**config.mk**
```make
export PLATFORM = sky130hd
export DESIGN_NAME = bfifo_front
export DESIGN_NICKNAME = d
export VERILOG_FILES = /design/src/sv/byte_fifo_with_undo_and_delimiter_defines.svh /design/src/sv/bfifo_pkg.sv /design/src/sv/bfifo_front.sv
export SDC_FILE = /design/constraint.sdc
export NUM_CORES = 1
export LEC_CHECK = 0
export BUFFER_PORTS_ARGS = -buffer_cell sky130_fd_sc_hd__buf_2
export CAP_MARGIN = 20
export CORE_UTILIZATION = 31
export CTS_CLUSTER_SIZE = 8
export DETAILED_ROUTE_END_ITERATION = 12
export HOLD_SLACK_MARGIN = 0.1
export PLACE_DENSITY = 0.59
export REMOVE_ABC_BUFFERS = 1
export SLEW_MARGIN = 10
export SYNTH_ARGS = -nofsm -noshare
export SYNTH_HDL_FRONTEND = slang
export SYNTH_SLANG_ARGS = --single-unit
```
**constraint.sdc**
```tcl
create_clock -name clk -period 2.15 [get_ports clk]
set_input_delay 0.5375 -clock clk [delete_from_list [all_inputs] [get_ports clk]]
set_output_delay 0.5375 -clock clk [all_outputs]
set_load 0.02 [all_outputs]
```
**src/sv/byte_fifo_with_undo_and_delimiter_defines.svh**
```systemverilog
// ----------------------------------------------------------------------------
// Byte FIFO assertion macros
// Shared assertion macros for the byte FIFO. They expand to nothing in
// synthesis.
// ----------------------------------------------------------------------------
`ifndef BYTE_FIFO_WITH_UNDO_AND_DELIMITER_DEFINES_SVH
`define BYTE_FIFO_WITH_UNDO_AND_DELIMITER_DEFINES_SVH
`ifndef SYNTHESIS
// Checked on every clock edge outside reset.
`define BF_ASSERT(lbl, prop, msg) \
  lbl: assert property (@(posedge clk) disable iff (rst) prop) else $error(msg);
// Checked on every clock edge, reset included.
`define BF_ASSERT_ALWAYS(lbl, prop, msg) \
  lbl: assert property (@(posedge clk) prop) else $error(msg);
`else
`define BF_ASSERT(lbl, prop, msg)
`define BF_ASSERT_ALWAYS(lbl, prop, msg)
`endif
`endif

```
**src/sv/bfifo_pkg.sv**
```systemverilog
// ----------------------------------------------------------------------------
// Byte FIFO package
// Widths, command and status codes, the command queue entry and pointer
// helpers shared by the byte FIFO modules.
// ----------------------------------------------------------------------------
package bfifo_pkg;

  localparam int DEPTH       = 4096;
  localparam int MAX_BURST   = 64;
  localparam int QUEUE_DEPTH = 2;

  localparam int PTR_W   = $clog2(DEPTH);
  localparam int OCC_W   = $clog2(DEPTH + 1);
  localparam int CNT_W   = 7;
  localparam int BYTE_W  = 8;
  localparam int QUEUE_AW = $clog2(QUEUE_DEPTH);
  localparam int SUM_W   = ((PTR_W > CNT_W) ? PTR_W : CNT_W) + 1;

  localparam logic [PTR_W-1:0] PTR_LAST = PTR_W'(DEPTH - 1);

  typedef enum logic [1:0] {
    OP_PUSH      = 2'd0,
    OP_POP       = 2'd1,
    OP_UNDO      = 2'd2,
    OP_POP_UNTIL = 2'd3
  } op_t;

  typedef enum logic [1:0] {
    STAT_OK    = 2'd0,
    STAT_EMPTY = 2'd1,
    STAT_FULL  = 2'd2
  } status_t;

  // One decoded command as it travels from the front to the back.
  typedef struct packed {
    op_t               op;
    logic [BYTE_W-1:0] data;
    logic [CNT_W-1:0]  count;
    logic [BYTE_W-1:0] delim;
  } item_t;

  function automatic logic [PTR_W-1:0] ptr_advance(input logic [PTR_W-1:0] p);
    return (p == PTR_LAST) ? '0 : p + 1'b1;
  endfunction

endpackage

```
**src/sv/bfifo_front.sv**
```systemverilog
// ----------------------------------------------------------------------------
// Byte FIFO command front end
// Accepts commands, decodes them, clips the count to the burst limit and
// holds them in a short queue for the back end.
// ----------------------------------------------------------------------------
module bfifo_front (
  input  logic                        clk,
  input  logic                        rst,
  input  logic                        start,
  output logic                        busy,
  input  logic [1:0]                  cmd,
  input  logic [bfifo_pkg::BYTE_W-1:0] data_in,
  input  logic [bfifo_pkg::CNT_W-1:0]  count,
  input  logic [bfifo_pkg::BYTE_W-1:0] delimiter,
  output logic                        q_valid,
  output bfifo_pkg::item_t            q_item,
  input  logic                        q_pop
);
  import bfifo_pkg::*;

  item_t               entries [QUEUE_DEPTH];
  logic [QUEUE_AW-1:0] wr_ptr;
  logic [QUEUE_AW-1:0] rd_ptr;
  logic [QUEUE_AW:0]   fill;
  logic [QUEUE_AW:0]   fill_next;
  logic                push_q;
  logic                pop_q;
  item_t               decoded;

  always_comb begin
    decoded.op    = op_t'(cmd);
    decoded.data  = data_in;
    decoded.delim = delimiter;
    decoded.count = (count > CNT_W'(MAX_BURST)) ? CNT_W'(MAX_BURST) : count;
  end

  assign busy    = (fill == (QUEUE_AW + 1)'(QUEUE_DEPTH));
  assign push_q  = start && !busy;
  assign q_valid = (fill != '0);
  assign pop_q   = q_pop && q_valid;
  assign q_item  = entries[rd_ptr];

  always_comb begin
    fill_next = fill;
    if (push_q && !pop_q) begin
      fill_next = fill + 1'b1;
    end else if (pop_q && !push_q) begin
      fill_next = fill - 1'b1;
    end
  end

  always_ff @(posedge clk) begin
    if (rst) begin
      wr_ptr <= '0;
      rd_ptr <= '0;
      fill   <= '0;
    end else begin
      fill <= fill_next;
      if (push_q) begin
        wr_ptr <= (wr_ptr == QUEUE_AW'(QUEUE_DEPTH - 1)) ? '0 : wr_ptr + 1'b1;
      end
      if (pop_q) begin
        rd_ptr <= (rd_ptr == QUEUE_AW'(QUEUE_DEPTH - 1)) ? '0 : rd_ptr + 1'b1;
      end
    end
  end

  always_ff @(posedge clk) begin
    if (push_q) begin
      entries[wr_ptr] <= decoded;
    end
  end

endmodule

```
; ---- Word level (Yosys, flattened, before mapping)
; Memory sizes are Yosys's and may differ from the RTL's. A register that Yosys moved wholly into a read port is not among the register bits.
; Cells that the tools add are included.
[totals]
mem_bits_rw = 50
n_memories = 1
output_inout_bits = 27
reg_bits = 4
wordCells = 28
input_bits = 29
[op_classes]
magnitude_cmp = 1
add_sub_neg = 4
n_eq_ne = 1
muxes = 9
reduce_logical = 9
[memory_table]
columns = name, words, word_bits, rd, rd_clocked_by_memory_dff, write_ports, line_no
row1 = entries, 2, 25, 1, 1, 1, bfifo_front.sv:21  ; item_t entries [QUEUE_DEPTH];
[ops]
columns = operator, n
row1 = $gt A7 B7 Y1 const B, 1
row2 = $mux W7, 1
row3 = $mux W1, 6
row4 = $logic_and A1 B1 Y1, 4
row5 = $mux W2, 2
row6 = $reduce_bool A2 Y1, 2
row7 = $logic_not A1 Y1, 3
row8 = $add A1 B1 Y1 const B, 2
row9 = $add A2 B1 Y2 const B, 1
row10 = $eq A2 B2 Y1 const B, 1
row11 = $sub A2 B1 Y2 const B, 1

; ---- Logic depth before layout (Yosys ltp)
; Gate-level depths: netlist of the first run.
[logic_depth]
ltp_word = 7
ltp_mapped = 6
mapped_depth_nobuf = 6

; ---- Least setup slack after synthesis of the first run
; No wires, ideal clock.
[synth_timing]
path_type = input port to flip-flop
start = in start
end = mem entries[0][0] in the netlist's numbering (enable)
slack_ps = 328
setup_time_ps = 380
required_time_ps = 1770
arrival_ps = 1442
stages = 3
path_buffers = 0
cell_sequence = inv_1 > or3_1 > inv_1
[synth_via]
elab_chain_cells = 3
[synth_rtl]
columns = element, line_no
row1 = start: declaration, bfifo_front.sv:9  ; input logic start,
row2 = $logic_and A1 B1 Y1, bfifo_front.sv:38  ; assign push_q = start && !busy;
row3 = $mux W1, bfifo_front.sv:69  ; if (push_q) begin
row4 = $mux W1 (implied by the code), bfifo_front.sv:70  ; entries[wr_ptr] <= decoded;
row5 = end: declaration, bfifo_front.sv:21
; No other way between the ends.

==> impl_metrics.env, run 1 <==
export IMPL_die_height_um=83.61
export IMPL_finClkSkew_ps=3.131
export IMPL_cts_max_level=2
export IMPL_seq_area_frac_synth=0.7758
export IMPL_synth_area_leaders="edfxtp_1 (73%), mux2_2 (14%), dfxtp_1 (4.8%)"
export IMPL_synth_top_area_cell="edfxtp_1"
export IMPL_synth_cells=110
export IMPL_synth_edff_count=50
export IMPL_p_sw_frac=0.3117
export IMPL_netlist_area_um2=2064
export IMPL_synth_most_common_cell="edfxtp_1"
export IMPL_grt_setup_unrepaired="false"
export IMPL_ys_seq_elements=55
export IMPL_finalCritPeriodShare=0.8890
export IMPL_cellLeakagePower_uw=0.0009636
export IMPL_route_detailed_drc=0
export IMPL_fmaxAchievable_mhz=523.2
export IMPL_gp_congestion=0.6446
export IMPL_core_area_um2=6386
export IMPL_end_kind="output pin"
export IMPL_post_cts_resized=0
export IMPL_finalInstanceArea_um2=2545
export IMPL_dp_hpwl_um=2093
export IMPL_power_switching_uw=897.3
export IMPL_tritoncts="done"
export IMPL_synth_top_area_share=0.7273
export IMPL_overflow=0
export IMPL_clk_pin_slew_worst_paths_ps=90
export IMPL_layout_drive_gt1_share=0.5291
export IMPL_track_usage=0.1009
export IMPL_n_antenna_cell=0
export IMPL_postRouteAntennaNets=0
export IMPL_finalMaxSlewViolations=0
export IMPL_first_pass_iters=3
export IMPL_boundaryPins=56
export IMPL_clk_path_buf_depth=2
export IMPL_grt_pass1_wl_um=5368
export IMPL_worstSetupStartpointType="flop"
export IMPL_synthArstFlopShare=0
export IMPL_wire_per_inst_um=13.03
export IMPL_rows=29
export IMPL_synth_distinct_cells=17
export IMPL_critPathMaxFanout=25
export IMPL_hold_class="in -> reg"
export IMPL_synth_avg_cell_area_um2=18.77
export IMPL_p_seq_frac=0.486
export IMPL_yosys_top_cells_count="edfxtp_1 (50), mux2_2 (25), nor2b_1 (6), dfxtp_1 (5), nor2_1 (4)"
export IMPL_fin_tns_setup_ps=0
export IMPL_p_int_uw=1982
export IMPL_via_count=1085
export IMPL_antenna_found_initial=0
export IMPL_pwr_share_comb=0.328
export IMPL_clk_insertion_delay_late_ps=290
export IMPL_start_util=0.3233
export IMPL_crit_type="reg -> out"
export IMPL_grt_start_max_net_pins=26
export IMPL_cp_required_ps=1610
export IMPL_power_per_cell_area_nw_per_um2=1131
export IMPL_area_delta_synth_final_pct=23.27
export IMPL_cap_viol_max_count=0
export IMPL_status="finished clean"
export IMPL_finalHoldViolations=0
export IMPL_viasPerCell=4.357
export IMPL_numPortBuffers=55
export IMPL_place_area_um2=2460
export IMPL_fin_crit_ps=1911
export IMPL_finalSetupViolCount=0
export IMPL_synth_ff_type="edfxtp_1"
export IMPL_fin_hold_ws_ps=423.8
export IMPL_cp_arrival_ps=1370
export IMPL_tightest_slew_ps=355.5
export IMPL_cts_sinks=55
export IMPL_clock_power_share=0.186
export IMPL_max_vdd_ir_drop_mv=0.5142
export IMPL_ys_warn_count=0
export IMPL_grt_pass1_vias=1124
export IMPL_fin_nets=201
export IMPL_drt_iter0_drc=17
export IMPL_hold_buffers=0
export IMPL_cts_root_buffer="clkbuf_8"
export IMPL_die_area_um2=6990
export IMPL_die_w_um=83.61
export IMPL_cts_setup_buffers=0
export IMPL_cts_buffers=5
export IMPL_slew_headroom=0.7630
export IMPL_drt_total_wl_um=3245
[kinds of logic (layout without fill, tap and decap cells)]
logic type,count (synthesis),count (layout),share of synthesized area
DFF,55,55,0.7758
muxes,25,25,0.1364
and+or+nand+nor,15,15,0.04182
buffers and inverters,6,68,0.01515
AOI/OAI and AO/OA,5,5,0.01212
xor gates and xnor gates,3,3,0.01273
adders and majority gates,1,1,0.006060
[path summary, 6_finish.rpt]
path	cells after the start	start	to	slack (ps)
worst min-delay path	1	delimiter[2]	entries[1][2]	420
worst min register to register	2	wr_ptr	wr_ptr	500
worst max-delay path	3	flop	q_item[9]	240
worst max register to register	5	fill[1]	fill[1]	620
[through the flow]
step                utilization  instances  total power [µW]  worst slack, ps
floorplan                     -        106              2049            327.8
global placement         0.3852        241              2378            519.3
detailed placement       0.3852        241              2385            498.6
CTS                      0.3985        249              2931            205.6
global route             0.3985        249              3038            160.4
finish                   0.3985        249              2879            238.5
[registers in the layout (all words and copies together), names as in the netlist, named ones only]
| name | flops |
|---|---|
| entries | 50 |
| fill | 2 |
| rd_ptr | 1 |
| wr_ptr | 1 |
[worst max-delay path: stages (launching register included)]
cell     delay, ps
dfxtp_1        360
buf_12         190
mux2_2         360
buf_2          160
[power by group through the flow]
| stage | sequential [µW] | clock, µW | combinational (µW) |
|---|---|---|---|
| after floorplan | 1450 | 0 | 595 |
| after global placement | 1420 | 0 | 954 |
| after detailed placement | 1430 | 0 | 960 |
| after CTS | 1400 | 565 | 964 |
| after global routing | 1420 | 595 | 1020 |
| final | 1400 | 535 | 944 |
[layout by cell type, fill, tap and decap left out]
master / netlist / routed
mux2_2: 25 / 25
clkinv_1: 0 / 1
or2_2: 1 / 1
dfxtp_1: 5 / 5
ha_1: 1 / 1
xor2_1: 3 / 3
buf_12: 0 / 2
clkbuf_1: 1 / 1
edfxtp_1: 50 / 50
o21ai_0: 3 / 3
buf_4: 2 / 1
inv_1: 2 / 2
or3_1: 2 / 2
nor2b_1: 6 / 6
nor2_1: 4 / 4
nor2b_2: 1 / 1
buf_2: 1 / 55
and2_1: 1 / 1
a21oi_1: 2 / 2
clkbuf_8: 0 / 5
clkinv_4: 0 / 1
[area by class of cell]
cell class	instances	area, µm²
Inverter	2	7.507
Fill cell	601	3841
Timing Repair Buffer	58	322.8
Sequential cell	55	1602
Clock inverter	2	12.51
Multi-Input combinational cell	49	431.7
Clock buffer	6	72.57
Tap cell	77	96.34
[routing by layer]
metal | vias up | global-route usage | wire [µm]
met2 | 36 | 0.1574 | 1565
met5 | - | 0 | 0
met1 | 513 | 0.1295 | 1468
met3 | 4 | 0.03264 | 166
li1 | 532 | - | -
met4 | 0 | 0.04160 | 45
Note: power is estimated with default switching activity, not from simulation.
==> run 2: changes to the inputs <==
--- a/config.mk
+++ b/config.mk
@@ -7,13 +7,14 @@
 export LEC_CHECK = 0
 export BUFFER_PORTS_ARGS = -buffer_cell sky130_fd_sc_hd__buf_2
 export CAP_MARGIN = 20
+export CORE_MARGIN = 10
 export CORE_UTILIZATION = 31
 export CTS_CLUSTER_SIZE = 8
 export DETAILED_ROUTE_END_ITERATION = 12
 export HOLD_SLACK_MARGIN = 0.1
 export PLACE_DENSITY = 0.59
 export REMOVE_ABC_BUFFERS = 1
-export SLEW_MARGIN = 10
+export SLEW_MARGIN = 20
 export SYNTH_ARGS = -nofsm -noshare
 export SYNTH_HDL_FRONTEND = slang
 export SYNTH_SLANG_ARGS = --single-unit
==> impl_metrics.env, run 2 (same netlist as run 1, synthesis figures left out) <==
export IMPL_grt_start_max_net_pins=26
export IMPL_multi_input_area_um2=431.7
export IMPL_largest_register_ffs=50
export IMPL_tritoncts="done"
export IMPL_finalSetupViolCount=0
export IMPL_postRouteAntennaNets=0
export IMPL_die_area_um2=10320
export IMPL_finalHoldViolations=0
export IMPL_fillers=620
export IMPL_fin_nets=202
export IMPL_rows=29
export IMPL_critPathMaxFanout=19
export IMPL_grt_setup_unrepaired="false"
export IMPL_fmaxAchievable_mhz=501.1
export IMPL_power_per_cell_area_nw_per_um2=1139
export IMPL_overflow=0
export IMPL_power_uw=2894
export IMPL_cts_sinks=55
export IMPL_cp_required_ps=1610
export IMPL_wire_per_inst_um=16.39
export IMPL_boundaryPins=56
export IMPL_max_flop_register="entries"
export IMPL_cts_buffers=5
export IMPL_gp_congestion=0.6998
export IMPL_cts_root_buffer="clkbuf_8"
export IMPL_grt_pass1_wl_um=6216
export IMPL_cp_slowest_cell="mux2_2"
export IMPL_area_delta_synth_final_pct=23.03
export IMPL_hold_buffers=0
export IMPL_first_pass_iters=4
export IMPL_cap_viol_max_count=0
export IMPL_viasPerCell=4.412
export IMPL_post_cts_resized=0
export IMPL_numPortBuffers=55
export IMPL_layout_common_cells="buf_2 (55), edfxtp_1 (50), mux2_2 (25), nor2b_1 (6)"
export IMPL_route_detailed_drc=0
export IMPL_cellLeakagePower_uw=0.0009657
export IMPL_clk_insertion_delay_late_ps=300
export IMPL_drt_total_wl_um=4097
export IMPL_crit_chain="buf_4, mux2_2, buf_2"
export IMPL_end_kind="output pin"
export IMPL_status="finished clean"
export IMPL_finalCritPeriodShare=0.9282
export IMPL_drt_iter0_drc=27
export IMPL_core_area_um2=6422
export IMPL_register_area_um2=1602
export IMPL_antenna_found_initial=0
export IMPL_dp_cells=242
export IMPL_fin_crit_ps=1996
export IMPL_max_vdd_ir_drop_mv=0.3309
export IMPL_via_count=1103
export IMPL_n_antenna_cell=0
export IMPL_start_util=0.3214
export IMPL_track_usage=0.07928
export IMPL_fin_tns_setup_ps=0
export IMPL_die_height_um=101.6
export IMPL_finalMaxSlewViolations=0
export IMPL_clk_pin_slew_worst_paths_ps=90
export IMPL_final_cells=250
export IMPL_cpPeakStageDelay_ps=380
export IMPL_worstSetupStartpointType="flop"
export IMPL_cp_arrival_ps=1460
export IMPL_tightest_slew_ps=350.5
export IMPL_mostFrequentLayoutCell="buf_2"
export IMPL_hold_class="in -> reg"
export IMPL_fin_hold_ws_ps=417.0
export IMPL_cts_setup_buffers=0
export IMPL_dp_hpwl_um=2905
export IMPL_layout_drive_gt1_share=0.5318
export IMPL_die_w_um=101.6
export IMPL_cts_max_level=2
export IMPL_top_regs="entries (50), fill (2)"
export IMPL_clk_path_buf_depth=2
export IMPL_grt_pass1_vias=1221
export IMPL_crit_type="reg -> out"
export IMPL_finClkSkew_ps=5.959
export IMPL_slew_headroom=0.7663
## run 2: path summary, 6_finish.rpt
check               start            end  slack (ps)  cells past startpoint
max                  flop     q_item[21]         150                      3
min          delimiter[1]  entries[1][1]         420                      1
max reg2reg       fill[0]        fill[1]         630                      4
min reg2reg        wr_ptr         wr_ptr         500                      2
## run 2: cell type report
type / count / area share
sequential: 55 / 0.6305
multi-input combinational: 49 / 0.1700
timing repair buffer: 59 / 0.1251
tap: 77 / 0.03793
clock buffer: 6 / 0.02857
clock inverter: 2 / 0.004926
inverter: 2 / 0.002956
## run 2: critical path: cells and delay by family, from the launching register on
kind                   cells  cell delay, ps
buffers and inverters      2             440
muxes                      1             380
DFF                        1             340
## run 2: metrics by stage
step / util / setup WS (ps) / cell area (µm²)
finish: 0.3955 / 154.3 / 2540
global route: 0.3955 / 55.15 / 2540
CTS: 0.3955 / 114.0 / 2540
detailed placement: 0.3822 / 465.1 / 2455
global placement: 0.3822 / 477.8 / 2455
floorplan: - / 327.8 / 2041
## run 2: layer usage
metal	global-route usage	vias to the layer above	part of all wire	routed length (µm)
met5	0	-	0	0
met4	0.03960	0	0.0049	20
met3	0.03063	3	0.081	332
met2	0.1322	34	0.51	2080
met1	0.08649	531	0.41	1664
li1	-	535	-	-
## run 2: power by group
| part | leakage [µW] | switching (µW) | total (µW) | internal (µW) |
|---|---|---|---|---|
| logic | 0.000412 | 559 | 954 | 395 |
| registers | 0.000511 | 49.0 | 1400 | 1350 |
| clock network | 0.0000428 | 313 | 542 | 229 |
==> run 3: changes to the inputs <==
--- a/config.mk
+++ b/config.mk
@@ -9,6 +9,7 @@
 export CAP_MARGIN = 20
 export CORE_MARGIN = 10
 export CORE_UTILIZATION = 31
+export CTS_BUF_LIST = sky130_fd_sc_hd__clkbuf_4
 export CTS_CLUSTER_SIZE = 8
 export DETAILED_ROUTE_END_ITERATION = 12
 export HOLD_SLACK_MARGIN = 0.1
==> constraint.sdc (replaced) <==
create_clock -name clk -period 2.3 [get_ports clk]
set_input_delay 0.575 -clock clk [delete_from_list [all_inputs] [get_ports clk]]
set_output_delay 0.575 -clock clk [all_outputs]
set_load 0.02 [all_outputs]
==> impl_metrics.env, run 3 (same netlist as run 1, synthesis figures left out) <==
export IMPL_critPathMaxFanout=18
export IMPL_cts_buffers=5
export IMPL_p_seq_frac=0.508
export IMPL_cts_sinks=55
export IMPL_worstSetupStartpointType="flop"
export IMPL_route_detailed_drc=0
export IMPL_cp_required_ps=1730
export IMPL_dp_hpwl_um=2747
export IMPL_layout_drive_gt1_share=0.5318
export IMPL_fmaxAchievable_mhz=474.6
export IMPL_first_pass_iters=4
export IMPL_finalSetupViolCount=0
export IMPL_post_cts_resized=0
export IMPL_numPortBuffers=55
export IMPL_cap_viol_max_count=0
export IMPL_slew_headroom=0.7671
export IMPL_grt_setup_unrepaired="false"
export IMPL_hold_class="in -> reg"
export IMPL_power_uw=2571
export IMPL_mostFrequentLayoutCell="buf_2"
export IMPL_clock_power_share=0.153
export IMPL_tightest_slew_ps=349.3
export IMPL_grt_start_max_net_pins=26
export IMPL_finalCritPeriodShare=0.9161
export IMPL_pwr_share_comb=0.339
export IMPL_power_per_cell_area_nw_per_um2=1031
export IMPL_cellLeakagePower_uw=0.0009451
export IMPL_finClkSkew_ps=4.637
export IMPL_start_util=0.3214
export IMPL_end_kind="output pin"
export IMPL_overflow=0
export IMPL_core_area_um2=6422
export IMPL_crit_type="reg -> out"
export IMPL_fin_tns_setup_ps=0
export IMPL_final_core_util=0.3885
export IMPL_top_regs="entries (50), fill (2)"
export IMPL_boundaryPins=56
export IMPL_via_count=1093
export IMPL_tritoncts="done"
export IMPL_largest_register_ffs=50
export IMPL_fin_crit_ps=2107
export IMPL_rows=29
export IMPL_grt_pass1_wl_um=5871
export IMPL_p_int_uw=1730
export IMPL_die_w_um=101.6
export IMPL_layout_common_cells="buf_2 (55), edfxtp_1 (50), mux2_2 (25), nor2b_1 (6)"
export IMPL_status="finished clean"
export IMPL_clk_pin_slew_worst_paths_ps=140
export IMPL_clk_path_buf_depth=2
export IMPL_n_antenna_cell=0
export IMPL_clk_insertion_delay_late_ps=360
export IMPL_max_vdd_ir_drop_mv=0.2493
export IMPL_wire_per_inst_um=15.50
export IMPL_cp_arrival_ps=1530
export IMPL_cts_max_level=2
export IMPL_cts_root_buffer="clkbuf_4"
export IMPL_antenna_found_initial=0
export IMPL_p_sw_frac=0.3272
export IMPL_viasPerCell=4.372
export IMPL_finalHoldViolations=0
export IMPL_die_area_um2=10320
export IMPL_finalMaxSlewViolations=0
export IMPL_track_usage=0.07385
export IMPL_area_delta_synth_final_pct=20.85
export IMPL_drt_total_wl_um=3876
export IMPL_postRouteAntennaNets=0
export IMPL_fin_nets=202
export IMPL_hold_buffers=0
export IMPL_max_flop_register="entries"
export IMPL_gp_congestion=0.6854
export IMPL_power_switching_uw=841.2
export IMPL_die_height_um=101.6
export IMPL_drt_iter0_drc=22
export IMPL_grt_pass1_vias=1156
export IMPL_cts_setup_buffers=0
## run 3: cell count changes in the layout (fill, tap and decap cells not counted), sizes merged
| cell | change |
|---|---|
| clkinvlp | +1 |
| clkbuf | -1 |
## run 3: critical path, stage by stage, from the launching register on
cell     delay (ps)
dfxtp_1         360
buf_4           260
mux2_2          380
buf_2           160
## run 3: per-layer routing
| metal | track usage | vias up | part of all wire |
|---|---|---|---|
| met5 | 0 | - | 0 |
| met4 | 0.03630 | 0 | 0.0049 |
| met3 | 0.02859 | 4 | 0.096 |
| met2 | 0.1287 | 36 | 0.52 |
| met1 | 0.07614 | 516 | 0.38 |
| li1 | - | 537 | - |
## run 3: final timing paths
check             startpoint             end  slack, ps  cells past startpoint
setup / recovery        flop       q_item[6]        190                      3
setup reg to reg     fill[0]         fill[1]        710                      4
hold reg to reg       wr_ptr          wr_ptr        510                      2
hold / removal    data_in[5]  entries[1][20]        390                      1
## run 3: layout make-up
| type | instances | area [µm²] |
|---|---|---|
| multi-input cells | 49 | 431.7 |
| repair buffers | 59 | 305.3 |
| clock buffers | 5 | 37.54 |
| fillers | 605 | 3928 |
| inverters | 2 | 7.507 |
| flip-flops and latches | 55 | 1602 |
| clock inverters | 3 | 15.01 |
| well taps | 77 | 96.34 |
## run 3: through the flow
stage | instance area (µm²) | hold WS [ps] | std cells | setup WS (ps)
floorplan | 2041 | 451.6 | 106 | 440.3
global placement | 2442 | 481.4 | 242 | 509.8
detailed placement | 2442 | 493.6 | 242 | 512.9
CTS | 2495 | 368.2 | 250 | 141.2
global route | 2495 | 357.7 | 250 | 103.1
finish | 2495 | 391.3 | 250 | 192.9
## run 3: power by group through the flow
stage / registers (µW) / clock network [µW] / logic, µW
floorplan: 1360 / 0 / 556
global placement: 1330 / 0 / 893
detailed placement: 1330 / 0 / 892
CTS: 1310 / 418 / 899
global route: 1320 / 449 / 949
finish: 1310 / 394 / 872
